**config.mk**
```make
export PLATFORM = sky130hd
export DESIGN_NAME = reply_frame_parser
export DESIGN_NICKNAME = d
export VERILOG_FILES = /design/src/design/rfp_pkg.sv /design/src/design/reply_frame_parser.sv /design/src/design/rfp_parser.sv /design/src/design/rfp_out_reg.sv
export VERILOG_INCLUDE_DIRS = /design/src /design/src/design
export SDC_FILE = /design/constraint.sdc
export NUM_CORES = 1
export LEC_CHECK = 0
export BUFFER_PORTS_ARGS = -buffer_cell sky130_fd_sc_hd__buf_2
export CAP_MARGIN = 20
export CORE_ASPECT_RATIO = 1.1
export CORE_MARGIN = 2
export CORE_UTILIZATION = 53
export DETAILED_ROUTE_END_ITERATION = 8
export PLACE_DENSITY = 0.75
export SYNTH_ARGS = -nofsm -noshare
export SYNTH_HDL_FRONTEND = slang
export SYNTH_SLANG_ARGS = --single-unit
```
**constraint.sdc**
```tcl
create_clock -name aclk -period 4.9 [get_ports aclk]
set_input_delay 0.735 -clock aclk [delete_from_list [all_inputs] [get_ports aclk]]
set_output_delay 0.735 -clock aclk [all_outputs]
set_load 0.02 [all_outputs]
```
**src/design/reply_frame_parser_assert.svh**
```systemverilog
// ----------------------------------------------------------------------------
// reply_frame_parser_assert.svh
// Assertion macros shared by the reply frame parser modules.
// ----------------------------------------------------------------------------
`ifndef REPLY_FRAME_PARSER_ASSERT_SVH
`define REPLY_FRAME_PARSER_ASSERT_SVH
`ifndef ASSERT_OFF
// same-cycle implication, disabled during reset
`define RFP_ASSERT_IMP(lbl, clk, rstn, ante, cons) \
    lbl: assert property (@(posedge clk) disable iff (!(rstn)) (ante) |-> (cons)) \
        else $error("rfp same-cycle check failed");
// next-cycle implication, disabled during reset
`define RFP_ASSERT_NXT(lbl, clk, rstn, ante, cons) \
    lbl: assert property (@(posedge clk) disable iff (!(rstn)) (ante) |=> (cons)) \
        else $error("rfp next-cycle check failed");
`else
`define RFP_ASSERT_IMP(lbl, clk, rstn, ante, cons)
`define RFP_ASSERT_NXT(lbl, clk, rstn, ante, cons)
`endif
`endif

```
**src/design/rfp_pkg.sv**
```systemverilog
// ----------------------------------------------------------------------------
// rfp_pkg
// Byte codes, result kinds, parser phases and the result record.
// ----------------------------------------------------------------------------
package rfp_pkg;

    localparam logic [7:0] SYNC_FIRST  = 8'h4F;
    localparam logic [7:0] SYNC_SECOND = 8'h4B;
    localparam logic [7:0] FN_ACK      = 8'h4F;
    localparam logic [7:0] FN_CURTAIN  = 8'h4D;
    localparam logic [7:0] FN_INIT     = 8'h49;
    localparam logic [7:0] FN_SENSORS  = 8'h53;
    localparam logic [7:0] FN_LEDS     = 8'h4C;

    localparam logic [2:0] KIND_ACK       = 3'd0;
    localparam logic [2:0] KIND_CURTAIN   = 3'd1;
    localparam logic [2:0] KIND_INIT      = 3'd2;
    localparam logic [2:0] KIND_SENSORS   = 3'd3;
    localparam logic [2:0] KIND_LED       = 3'd4;
    localparam logic [2:0] KIND_LED_EMPTY = 3'd5;
    localparam logic [2:0] KIND_UNKNOWN   = 3'd6;

    typedef enum logic [8:0] {
        PH_HUNT_O  = 9'b000000001,
        PH_HUNT_K  = 9'b000000010,
        PH_FUNC    = 9'b000000100,
        PH_CUR_POS = 9'b000001000,
        PH_CUR_MAX = 9'b000010000,
        PH_INIT    = 9'b000100000,
        PH_SENS    = 9'b001000000,
        PH_LED_CNT = 9'b010000000,
        PH_LED_VAL = 9'b100000000
    } phase_t;

    typedef struct packed {
        logic [2:0] frame_kind;
        logic [7:0] value_a;
        logic [7:0] value_b;
        logic [7:0] led_index;
        logic       last_of_frame;
        logic [7:0] discarded;
    } result_t;

endpackage

```
**src/design/reply_frame_parser.sv**
```systemverilog
// ----------------------------------------------------------------------------
// reply_frame_parser
// Byte-serial parser for device reply frames, one result per completed item.
// ----------------------------------------------------------------------------
// Input channel s_*: one received byte per transfer (s_rx_byte).
// Result channel m_*: frame kind, two values, LED index, last mark and the
// count of bytes dropped while hunting for the 'O','K' sync pair.
// Bytes that complete no result (sync, function codes of multi-byte frames,
// counts, first curtain byte) are absorbed without an output transfer.
// A result is registered on m_*, or parked in the skid entry while the
// receiver stalls. Throughput: one byte per cycle while s_ready is high;
// the frame state machine decides each byte in the cycle it is taken.
// The result register is backed by a one-entry skid stage: while the
// receiver stalls, bytes that form no result are still taken and one more
// result parks in the skid entry; s_ready then drops until the skid entry
// moves out.
// Reset (aresetn low, synchronous): hunt for the first sync byte, drop
// count zero, both result stages empty.
// ----------------------------------------------------------------------------
module reply_frame_parser (
    input  logic       aclk,
    input  logic       aresetn,
    input  logic       s_valid,
    output logic       s_ready,
    input  logic [7:0] s_rx_byte,
    output logic       m_valid,
    input  logic       m_ready,
    output logic [2:0] m_frame_kind,
    output logic [7:0] m_value_a,
    output logic [7:0] m_value_b,
    output logic [7:0] m_led_index,
    output logic       m_last_of_frame,
    output logic [7:0] m_discarded
);

    logic             accept;
    logic             res_valid;
    rfp_pkg::result_t res;
    rfp_pkg::result_t out_data;

    assign accept = s_valid && s_ready;

    rfp_parser u_parser (
        .aclk      (aclk),
        .aresetn   (aresetn),
        .accept    (accept),
        .rx_byte   (s_rx_byte),
        .res_valid (res_valid),
        .res       (res)
    );

    rfp_out_reg u_out_reg (
        .aclk      (aclk),
        .aresetn   (aresetn),
        .push      (res_valid),
        .push_data (res),
        .ready     (s_ready),
        .out_valid (m_valid),
        .out_ready (m_ready),
        .out_data  (out_data)
    );

    assign m_frame_kind    = out_data.frame_kind;
    assign m_value_a       = out_data.value_a;
    assign m_value_b       = out_data.value_b;
    assign m_led_index     = out_data.led_index;
    assign m_last_of_frame = out_data.last_of_frame;
    assign m_discarded     = out_data.discarded;

endmodule

```
**src/design/rfp_parser.sv**
```systemverilog
// ----------------------------------------------------------------------------
// rfp_parser
// Frame state machine: takes one byte per transfer and forms at most one
// result in the same cycle.
// ----------------------------------------------------------------------------
`include "reply_frame_parser_assert.svh"

module rfp_parser (
    input  logic              aclk,
    input  logic              aresetn,
    input  logic              accept,
    input  logic [7:0]        rx_byte,
    output logic              res_valid,
    output rfp_pkg::result_t  res
);

    rfp_pkg::phase_t phase_reg, phase_next;
    logic [7:0] remaining_reg, remaining_next;
    logic [7:0] led_position_reg, led_position_next;
    logic [7:0] held_payload_reg, held_payload_next;
    logic [7:0] drop_count_reg, drop_count_next;
    logic [1:0] drop_inc;
    logic [8:0] drop_sum;
    logic       emit;

    always_comb begin
        phase_next        = phase_reg;
        remaining_next    = remaining_reg;
        led_position_next = led_position_reg;
        held_payload_next = held_payload_reg;
        drop_inc          = 2'd0;
        emit              = 1'b0;
        res               = '0;
        res.discarded     = drop_count_reg;

        unique case (phase_reg)
            rfp_pkg::PH_HUNT_K: begin
                if (rx_byte == rfp_pkg::SYNC_SECOND) begin
                    phase_next = rfp_pkg::PH_FUNC;
                end else if (rx_byte == rfp_pkg::SYNC_FIRST) begin
                    // earlier sync byte is dropped, this one may start the pair
                    drop_inc = 2'd1;
                end else begin
                    drop_inc   = 2'd2;
                    phase_next = rfp_pkg::PH_HUNT_O;
                end
            end
            rfp_pkg::PH_FUNC: begin
                unique case (rx_byte)
                    rfp_pkg::FN_ACK: begin
                        emit              = 1'b1;
                        res.frame_kind    = rfp_pkg::KIND_ACK;
                        res.last_of_frame = 1'b1;
                    end
                    rfp_pkg::FN_CURTAIN: phase_next = rfp_pkg::PH_CUR_POS;
                    rfp_pkg::FN_INIT:    phase_next = rfp_pkg::PH_INIT;
                    rfp_pkg::FN_SENSORS: phase_next = rfp_pkg::PH_SENS;
                    rfp_pkg::FN_LEDS:    phase_next = rfp_pkg::PH_LED_CNT;
                    default: begin
                        emit              = 1'b1;
                        res.frame_kind    = rfp_pkg::KIND_UNKNOWN;
                        res.value_a       = rx_byte;
                        res.last_of_frame = 1'b1;
                    end
                endcase
            end
            rfp_pkg::PH_CUR_POS: begin
                held_payload_next = rx_byte;
                phase_next        = rfp_pkg::PH_CUR_MAX;
            end
            rfp_pkg::PH_CUR_MAX: begin
                emit              = 1'b1;
                res.frame_kind    = rfp_pkg::KIND_CURTAIN;
                res.value_a       = held_payload_reg;
                res.value_b       = rx_byte;
                res.last_of_frame = 1'b1;
            end
            rfp_pkg::PH_INIT: begin
                emit              = 1'b1;
                res.frame_kind    = rfp_pkg::KIND_INIT;
                res.value_a       = rx_byte;
                res.last_of_frame = 1'b1;
            end
            rfp_pkg::PH_SENS: begin
                emit              = 1'b1;
                res.frame_kind    = rfp_pkg::KIND_SENSORS;
                res.value_a       = rx_byte;
                res.last_of_frame = 1'b1;
            end
            rfp_pkg::PH_LED_CNT: begin
                remaining_next    = rx_byte;
                led_position_next = 8'd0;
                if (rx_byte == 8'd0) begin
                    emit              = 1'b1;
                    res.frame_kind    = rfp_pkg::KIND_LED_EMPTY;
                    res.last_of_frame = 1'b1;
                end else begin
                    phase_next = rfp_pkg::PH_LED_VAL;
                end
            end
            rfp_pkg::PH_LED_VAL: begin
                emit              = 1'b1;
                res.frame_kind    = rfp_pkg::KIND_LED;
                res.value_a       = rx_byte;
                res.led_index     = led_position_reg;
                res.last_of_frame = (remaining_reg <= 8'd1);
                led_position_next = led_position_reg + 8'd1;
                remaining_next    = (remaining_reg == 8'd0) ? 8'd0 : remaining_reg - 8'd1;
            end
            default: begin
                // hunting for the first sync byte
                if (rx_byte == rfp_pkg::SYNC_FIRST) begin
                    phase_next = rfp_pkg::PH_HUNT_K;
                end else begin
                    phase_next = rfp_pkg::PH_HUNT_O;
                    drop_inc   = 2'd1;
                end
            end
        endcase

        drop_sum        = {1'b0, drop_count_reg} + {7'd0, drop_inc};
        drop_count_next = drop_sum[8] ? 8'hFF : drop_sum[7:0];

        // frame done: clear the drop counter and resume hunting
        if (emit && res.last_of_frame) begin
            drop_count_next = 8'd0;
            phase_next      = rfp_pkg::PH_HUNT_O;
        end
    end

    assign res_valid = accept && emit;

    always_ff @(posedge aclk) begin
        if (!aresetn) begin
            phase_reg        <= rfp_pkg::PH_HUNT_O;
            remaining_reg    <= 8'd0;
            led_position_reg <= 8'd0;
            held_payload_reg <= 8'd0;
            drop_count_reg   <= 8'd0;
        end else if (accept) begin
            phase_reg        <= phase_next;
            remaining_reg    <= remaining_next;
            led_position_reg <= led_position_next;
            held_payload_reg <= held_payload_next;
            drop_count_reg   <= drop_count_next;
        end
    end

    `RFP_ASSERT_NXT(a_drop_clear, aclk, aresetn, res_valid && res.last_of_frame, drop_count_reg == 8'd0)
    `RFP_ASSERT_NXT(a_led_advance, aclk, aresetn, accept && phase_reg == rfp_pkg::PH_LED_VAL && remaining_reg > 8'd1, led_position_reg == $past(led_position_reg) + 8'd1 && phase_reg == rfp_pkg::PH_LED_VAL)
    `RFP_ASSERT_NXT(a_sync_pair, aclk, aresetn, accept && phase_reg == rfp_pkg::PH_HUNT_K && rx_byte == rfp_pkg::SYNC_SECOND, phase_reg == rfp_pkg::PH_FUNC)

endmodule

```
**src/design/rfp_out_reg.sv**
```systemverilog
// ----------------------------------------------------------------------------
// rfp_out_reg
// Result register with a one-entry skid stage, so the parser keeps taking
// bytes while a result waits for the receiver.
// ----------------------------------------------------------------------------
`include "reply_frame_parser_assert.svh"

module rfp_out_reg (
    input  logic              aclk,
    input  logic              aresetn,
    input  logic              push,
    input  rfp_pkg::result_t  push_data,
    output logic              ready,
    output logic              out_valid,
    input  logic              out_ready,
    output rfp_pkg::result_t  out_data
);

    logic             out_valid_reg, out_valid_next;
    logic             skid_valid_reg, skid_valid_next;
    rfp_pkg::result_t out_data_reg, out_data_next;
    rfp_pkg::result_t skid_data_reg, skid_data_next;

    always_comb begin
        out_valid_next  = out_valid_reg;
        skid_valid_next = skid_valid_reg;
        out_data_next   = out_data_reg;
        skid_data_next  = skid_data_reg;
        if (!out_valid_reg || out_ready) begin
            if (skid_valid_reg) begin
                // drain the skid entry first
                out_valid_next  = 1'b1;
                out_data_next   = skid_data_reg;
                skid_valid_next = 1'b0;
            end else begin
                out_valid_next = push;
                out_data_next  = push_data;
            end
        end else if (push) begin
            // hold the waiting result, park the new one
            skid_valid_next = 1'b1;
            skid_data_next  = push_data;
        end
    end

    always_ff @(posedge aclk) begin
        if (!aresetn) begin
            out_valid_reg  <= 1'b0;
            skid_valid_reg <= 1'b0;
        end else begin
            out_valid_reg  <= out_valid_next;
            skid_valid_reg <= skid_valid_next;
        end
    end

    always_ff @(posedge aclk) begin
        out_data_reg  <= out_data_next;
        skid_data_reg <= skid_data_next;
    end

    assign ready     = !skid_valid_reg;
    assign out_valid = out_valid_reg;
    assign out_data  = out_data_reg;

    `RFP_ASSERT_IMP(a_skid_behind_out, aclk, aresetn, skid_valid_reg, out_valid_reg)
    `RFP_ASSERT_IMP(a_no_push_full, aclk, aresetn, push, !skid_valid_reg)
    `RFP_ASSERT_NXT(a_park, aclk, aresetn, push && out_valid_reg && !out_ready, skid_valid_reg && skid_data_reg == $past(push_data))

endmodule

```
# --- Word-level counts from Yosys, hierarchy flattened ---
# Cells that the tools add are included.
op_classes:
  addsub: 3
  multipliers: 0
  div_mod_pow: 0
  n_lt_le_gt_ge: 1
  eq_ne: 18
  shift: 0
  n_mux: 29
  n_bitwise: 2
  n_reduce_logical: 20
ops:
  columns: ["op", "n"]
  rows:
  - ["8-bit by 7-bit == test with 1-bit output, second input constant", 6]
  - ["8-bit 2-to-1 mux", 6]
  - ["9-bit case mux with 5 select lines", 1]
  - ["36-bit 2-to-1 mux", 1]
  - ["9-bit 2-to-1 mux", 4]
  - ["9-bit case mux with 4 select lines", 1]
  - ["8-bit case mux with 2 select lines", 2]
  - ["8-bit case mux with 3 select lines", 1]
  - ["3-bit case mux with 6 select lines", 1]
  - ["8-bit logical NOT", 2]
  - ["8-bit by 2-bit adder with 9-bit output", 1]
  - ["9-bit by 2-bit == test with 1-bit output, second input constant", 1]
  - ["9-bit by 3-bit == test with 1-bit output, second input constant", 1]
  - ["9-bit by 4-bit == test with 1-bit output, second input constant", 1]
  - ["9-bit by 5-bit == test with 1-bit output, second input constant", 1]
  - ["9-bit by 6-bit == test with 1-bit output, second input constant", 1]
  - ["9-bit by 7-bit == test with 1-bit output, second input constant", 1]
  - ["9-bit by 8-bit == test with 1-bit output, second input constant", 1]
  - ["9-bit == test, second input constant", 1]
  - ["8-bit by 1-bit adder with 8-bit output, second input constant", 1]
  - ["8-bit by 1-bit <= comparator with 1-bit output, second input constant", 1]
  - ["4-bit OR reduction", 2]
  - ["8-bit by 1-bit subtractor with 8-bit output, second input constant", 1]
  - ["7-bit OR reduction", 1]
  - ["other kinds (20)", 33]
word_totals:
  register_bits: 115
  latchBits: 0
  ram_bits: 0
  mem_bits_ro: 0
  inputBits: 12
  out_inout_bits: 38
  memories: 0

# --- Depth between registers and ports, before layout ---
logic_depth:
  depth_word: 7
  ltp_mapped: 15

# --- By module ---
# A second synthesis with hierarchy kept.
unflattened:
  cells_unflattened: 456
  hier_area_um2: 5406.4
modules_own_cells:
  columns: ["module", "instances", "cells_each", "area_per_inst_um2"]
  rows:
  - ["rfp_out_reg", 1, 121, 2757.6]
  - ["rfp_parser", 1, 334, 2642.5]
  - ["reply_frame_parser", 1, 1, 6.3]

# --- Worst setup path after synthesis ---
# OpenSTA, ideal clock, no wires.
synth_timing:
  path_type: "input-to-reg"
  start: "input port s_rx_byte[1]"
  end: "register u_out_reg.skid_data_reg[0] (netlist name) (enable)"
  setup_time_ps: 474
  t_arrival_ps: 4424
  required_time_ps: 4426
  slack_ps: 2
  stages: 5
  n_path_buf: 1
  cell_sequence: "clkbuf_1 or4_1 nor3_2 nor3_1 nor3_1"
synth_between:
  elab_chain_cells: 6
synth_rtl:
  columns: ["item", "line_no", "rtl"]
  rows:
  - ["start, declared", "reply_frame_parser.sv:25", "input logic [7:0] s_rx_byte,"]
  - ["8-bit by 7-bit == test with 1-bit output", "rfp_parser.sv:49", "unique case (rx_byte)"]
  - ["4-bit OR reduction (no source line)", null, null]
  - ["1-bit 2-to-1 mux", "rfp_parser.sv:49", null]
  - ["1-bit case mux with 3 select lines *", "rfp_parser.sv:36", "unique case (phase_reg)"]
  - ["1-bit logical AND *", "rfp_parser.sv:131", "assign res_valid = accept && emit;"]
  - ["2-bit AND reduction (no source line) *", null, null]
  - ["end signal, assigned", "rfp_out_reg.sv:58", "skid_data_reg <= skid_data_next;"]
  - ["end, declared", "rfp_out_reg.sv:22", "rfp_pkg::result_t skid_data_reg, skid_data_next;"]
# Every way passes the cells marked *; elsewhere a longest branch is shown, timed or not.
# A chain may end at the register's enable or synchronous reset.

# --- Worst setup path in the final report ---
layout_timing:
  start: "input port s_rx_byte[7]"
  end: "register u_parser.drop_count_reg[0]"
layout_between:
  elab_chain_cells: 7
layout_rtl:
  columns: ["item", "line_no", "rtl"]
  rows:
  - ["8-bit by 7-bit == test with 1-bit output", "rfp_parser.sv:40, rfp_parser.sv:112", null]
  - ["2-bit 2-to-1 mux", "rfp_parser.sv:40", "end else if (rx_byte == rfp_pkg::SYNC_FIRST) begin"]
  - ["2-bit 2-to-1 mux", "rfp_parser.sv:38", "if (rx_byte == rfp_pkg::SYNC_SECOND) begin"]
  - ["2-bit case mux with 2 select lines", "rfp_parser.sv:36", null]
  - ["8-bit by 2-bit adder with 9-bit output", "rfp_parser.sv:121", "drop_sum = {1'b0, drop_count_reg} + {7'd0, drop_inc};"]
  - ["8-bit 2-to-1 mux", "rfp_parser.sv:122", "drop_count_next = drop_sum[8] ? 8'hFF : drop_sum[7:0];"]
  - ["8-bit 2-to-1 mux *", "rfp_parser.sv:125", "if (emit && res.last_of_frame) begin"]
  - ["end signal, assigned", "rfp_parser.sv:145", "drop_count_reg <= drop_count_next;"]
  - ["end, declared", "rfp_parser.sv:21", "logic [7:0] drop_count_reg, drop_count_next;"]
# Marked as above.

==> flow_summary_export.csv <==
group,metric,value,unit
critical_path,slowest_delay,0.70,ns
placed_design,gp_congestion,0.9188,
critical_path,cp.arrival,3.96,ns
clock_network,cts_setup_buffers,0,
critical_path,crit_end,"u_parser.drop_count_reg[0]",
timing,slew_viol_final,0,
timing,finalSetupTns,0,ns
drt,vias_per_cell,5.740,
critical_path,path_buf_inv,2,
synthesis,synth.distinct_cells,67,
clock_network,clockBufferDepth,2,
critical_path,startpoint,"s_rx_byte[7]",
pwr,peakVddDrop,0.1819,mV
floorplan,core_area,9842,um^2
critical_path,r2r_cells,13,
pwr,p_clk_frac,0.489,
clock_network,cts.sinks,115,
global_routing,grt_max_degree,38,
pwr,seqPwrFrac,0.490,
global_routing,first_global_vias,3695,
drt,route.met2.wl,5227,um
drt,drc,0,
final_layout,fin_cells,654,
final_layout,post-route-util,0.6269,
global_routing,overflow,0,
drt,wl_met3,549,um
critical_path,critPathKind,"input pin to register",
final_layout,syn2layout_area_growth,15.70,%
placed_design,io_buffers,49,
clock_network,cts_hold_buf,0,
critical_path,crit_family,"simple AND/OR/NAND/NOR gates",
final_layout,layout_commonest_cell,"edfxtp_1",
clock_network,cts_tree,"built",
critical_path,critPathCaptureType,"register",
timing,finalClockSkew,0.005479,ns
floorplan,pin_count,50,
floorplan,die_x,99.64,um
outcome,status,"complete, no violations",
pwr,p_int,1.640,mW
timing,min_period,3.520,ns
clock_network,cts_buffers,17,
final_layout,nNetsFinal,541,
synthesis,syn-cell-area,5333,um^2
floorplan,die-area,10880,um^2
drt,wl_met1,4914,um
drt,drt_first_iter_violations,256,
final_layout,n_antenna_cell,0,
synthesis,synth_ff_type,"edfxtp_1",
critical_path,path_max_fanout,6,
pwr,p_leak,2.467,nW
final_layout,drive_gt1_frac,0.2491,
timing,hold_viol_final,0,
synthesis,syn_avg_cell_area,11.32,um^2
timing,fmax,0.2841,GHz
drt,topRoutingLayerUsed,"met4",
flow_run,cap_violations,0,
floorplan,start_util,0.5418,
clock_network,clk_latency,0.52,ns
synthesis,ys_seq_elements,115,
critical_path,worstPathRequired,5.34,ns
synthesis,synth_fp_nets,490,
critical_path,startpoint_type,"input pin",
drt,drt-pass1-iter-count,4,
placed_design,dpl.cell_count,623,
pwr,power_frac_comb,0.021,
clock_network,cts_resized,0,
drt,drt_wl_total,10880,um
timing,post-route-period-util,0.7184,
clock_network,path_clk_slew,0.05,ns
timing,whs,0.4841,ns
placed_design,dp_hpwl,7359,um
synthesis,async_reset_ff_frac,0,
synthesis,synthCells,471,
global_routing,grt_pass1_wl,17950,um
timing,slew_headroom,0.3523,
synthesis,ys.warnings.count,0,
critical_path,path_cells,"buf_2, nand4bb_1, or4b_2, nor2_1, a21o_1, ha_1, inv_1, fa_1, nor2b_1, and3_1, nand4_1, nand2b_1, nand3_1, a21oi_1",
floorplan,die_h,109.2,um
critical_path,path_depth,14,
drt,wl_per_cell,16.63,um
pwr,p_sw_frac,0.2144,
critical_path,r2r_slack,1.42,ns
clock_network,cts-root-buf,"clkbuf_8",
floorplan,row_count,38,
critical_path,reg2reg_to,"u_parser.drop_count_reg[0]",
synthesis,synth-edff-count,72,
pwr,p_sw,0.4477,mW
global_routing,antenna_found_initial,0,
global_routing,grt_use_total,0.2159,
timing,tightest_slew,0.9680,ns
critical_path,crit_slowest_cell,"or4b_2",
clock_network,htreeDepth,4,
timing,grt_setup_unrepaired,"no",
synthesis,synth_seq_area_share,0.5669,
drt,num_vias,3754,
hold_path,hp-class,"register to register",
pwr,cellPowerDensity,338.4,nW/um^2
drt,ant_nets,0,
critical_path,timing.rr.start,"u_parser.phase_reg[4]",
timing,setup_viol,0,
final_layout,mostFrequentLayoutCells,"edfxtp_1 (72), nand2_1 (56), buf_2 (49)",
-- power groups by stage --
stage / clock, mW / combinational (mW) / sequential (mW)
after floorplan: 0 / 0.0253 / 1.04
after global placement: 0 / 0.0417 / 1.04
after CTS: 1.04 / 0.0435 / 1.02
after global routing: 1.07 / 0.0480 / 1.02
after detailed placement: 0 / 0.0430 / 1.04
final: 1.02 / 0.0439 / 1.02
-- stage by stage --
stage | instance area [um^2] | worst slack [ns] | power (mW)
global route | 6170 | 1.066 | 2.145
CTS | 6170 | 1.443 | 2.102
floorplan | 5333 | 0.001639 | 1.069
global placement | 5678 | 1.028 | 1.084
detailed placement | 5678 | 0.9556 | 1.085
finish | 6170 | 1.380 | 2.088
-- tightest hold or removal path: stages, from the launching register on --
cell and delay (ns):
dfxtp_1 0.31, o21ai_0 0.07, a21oi_1 0.06
-- layer usage --
layer | vias to the layer above | global-route usage
met5 | - | 0
met4 | 0 | 0.09295
met3 | 16 | 0.05897
met2 | 106 | 0.3431
met1 | 1792 | 0.2791
li1 | 1840 | -
-- worst min path at each step --
stage,startpoint,endpoint,slack (ns),cells after the start
finish,u_parser.led_position_reg[7],u_parser.led_position_reg[7],0.48,2
global route,u_parser.led_position_reg[7],u_parser.led_position_reg[7],0.51,2
CTS,u_parser.led_position_reg[7],u_parser.led_position_reg[7],0.49,2
global placement,u_parser.remaining_reg[4],u_parser.remaining_reg[4],0.46,2
detailed placement,u_parser.led_position_reg[7],u_parser.led_position_reg[7],0.48,2
floorplan,u_parser.remaining_reg[4],u_parser.remaining_reg[4],0.45,2
-- cell type report --
type	count	area, um^2
timing repair buffer	55	290.3
clock buffer	19	421.7
multi-input combinational	323	2175
clock inverter	12	70.07
fill	754	3672
tap	120	150.1
inverter	10	40.04
sequential	115	3023
-- kinds of logic after synthesis --
group	share of synthesized area
buffers and inverters	0.02628
flip-flops	0.5669
AO/OA/AOI/OAI	0.08822
XOR/XNOR	0.01971
AND/OR/NAND/NOR	0.2034
multiplexers	0.07766
adder cells (fa/ha/maj)	0.01783
-- Yosys cell counts (all sizes together), types with 2 or more instances --
| cell | instances | share of area |
|---|---|---|
| mux2 | 27 | 0.057 |
| nor3 | 14 | 0.015 |
| or3 | 7 | 0.0082 |
| xor2 | 5 | 0.0082 |
| a22o | 8 | 0.013 |
| a31oi | 4 | 0.0047 |
| nand4 | 10 | 0.012 |
| nand4b | 3 | 0.0049 |
| or2 | 5 | 0.0059 |
| o21a | 3 | 0.0042 |
| a22oi | 2 | 0.0028 |
| clkbuf | 20 | 0.014 |
| nand2b | 4 | 0.0047 |
| nor2 | 36 | 0.025 |
| buf | 3 | 0.0045 |
| nand2 | 56 | 0.039 |
| nor4 | 7 | 0.015 |
| a21o | 2 | 0.0028 |
| a21oi | 16 | 0.017 |
| edfxtp | 72 | 0.41 |
| ha | 6 | 0.014 |
| dfxtp | 43 | 0.16 |
| a32oi | 2 | 0.0033 |
| and3 | 3 | 0.0035 |
| or4 | 5 | 0.0084 |
| xnor2 | 7 | 0.011 |
| nor4b | 2 | 0.0061 |
| inv | 10 | 0.0075 |
| nor2b | 6 | 0.0070 |
| and2 | 17 | 0.020 |
| mux2i | 11 | 0.021 |
| or4b | 4 | 0.0082 |
| o21ai | 20 | 0.019 |
| nand3 | 14 | 0.013 |
(Power assumes the default switching activity.)
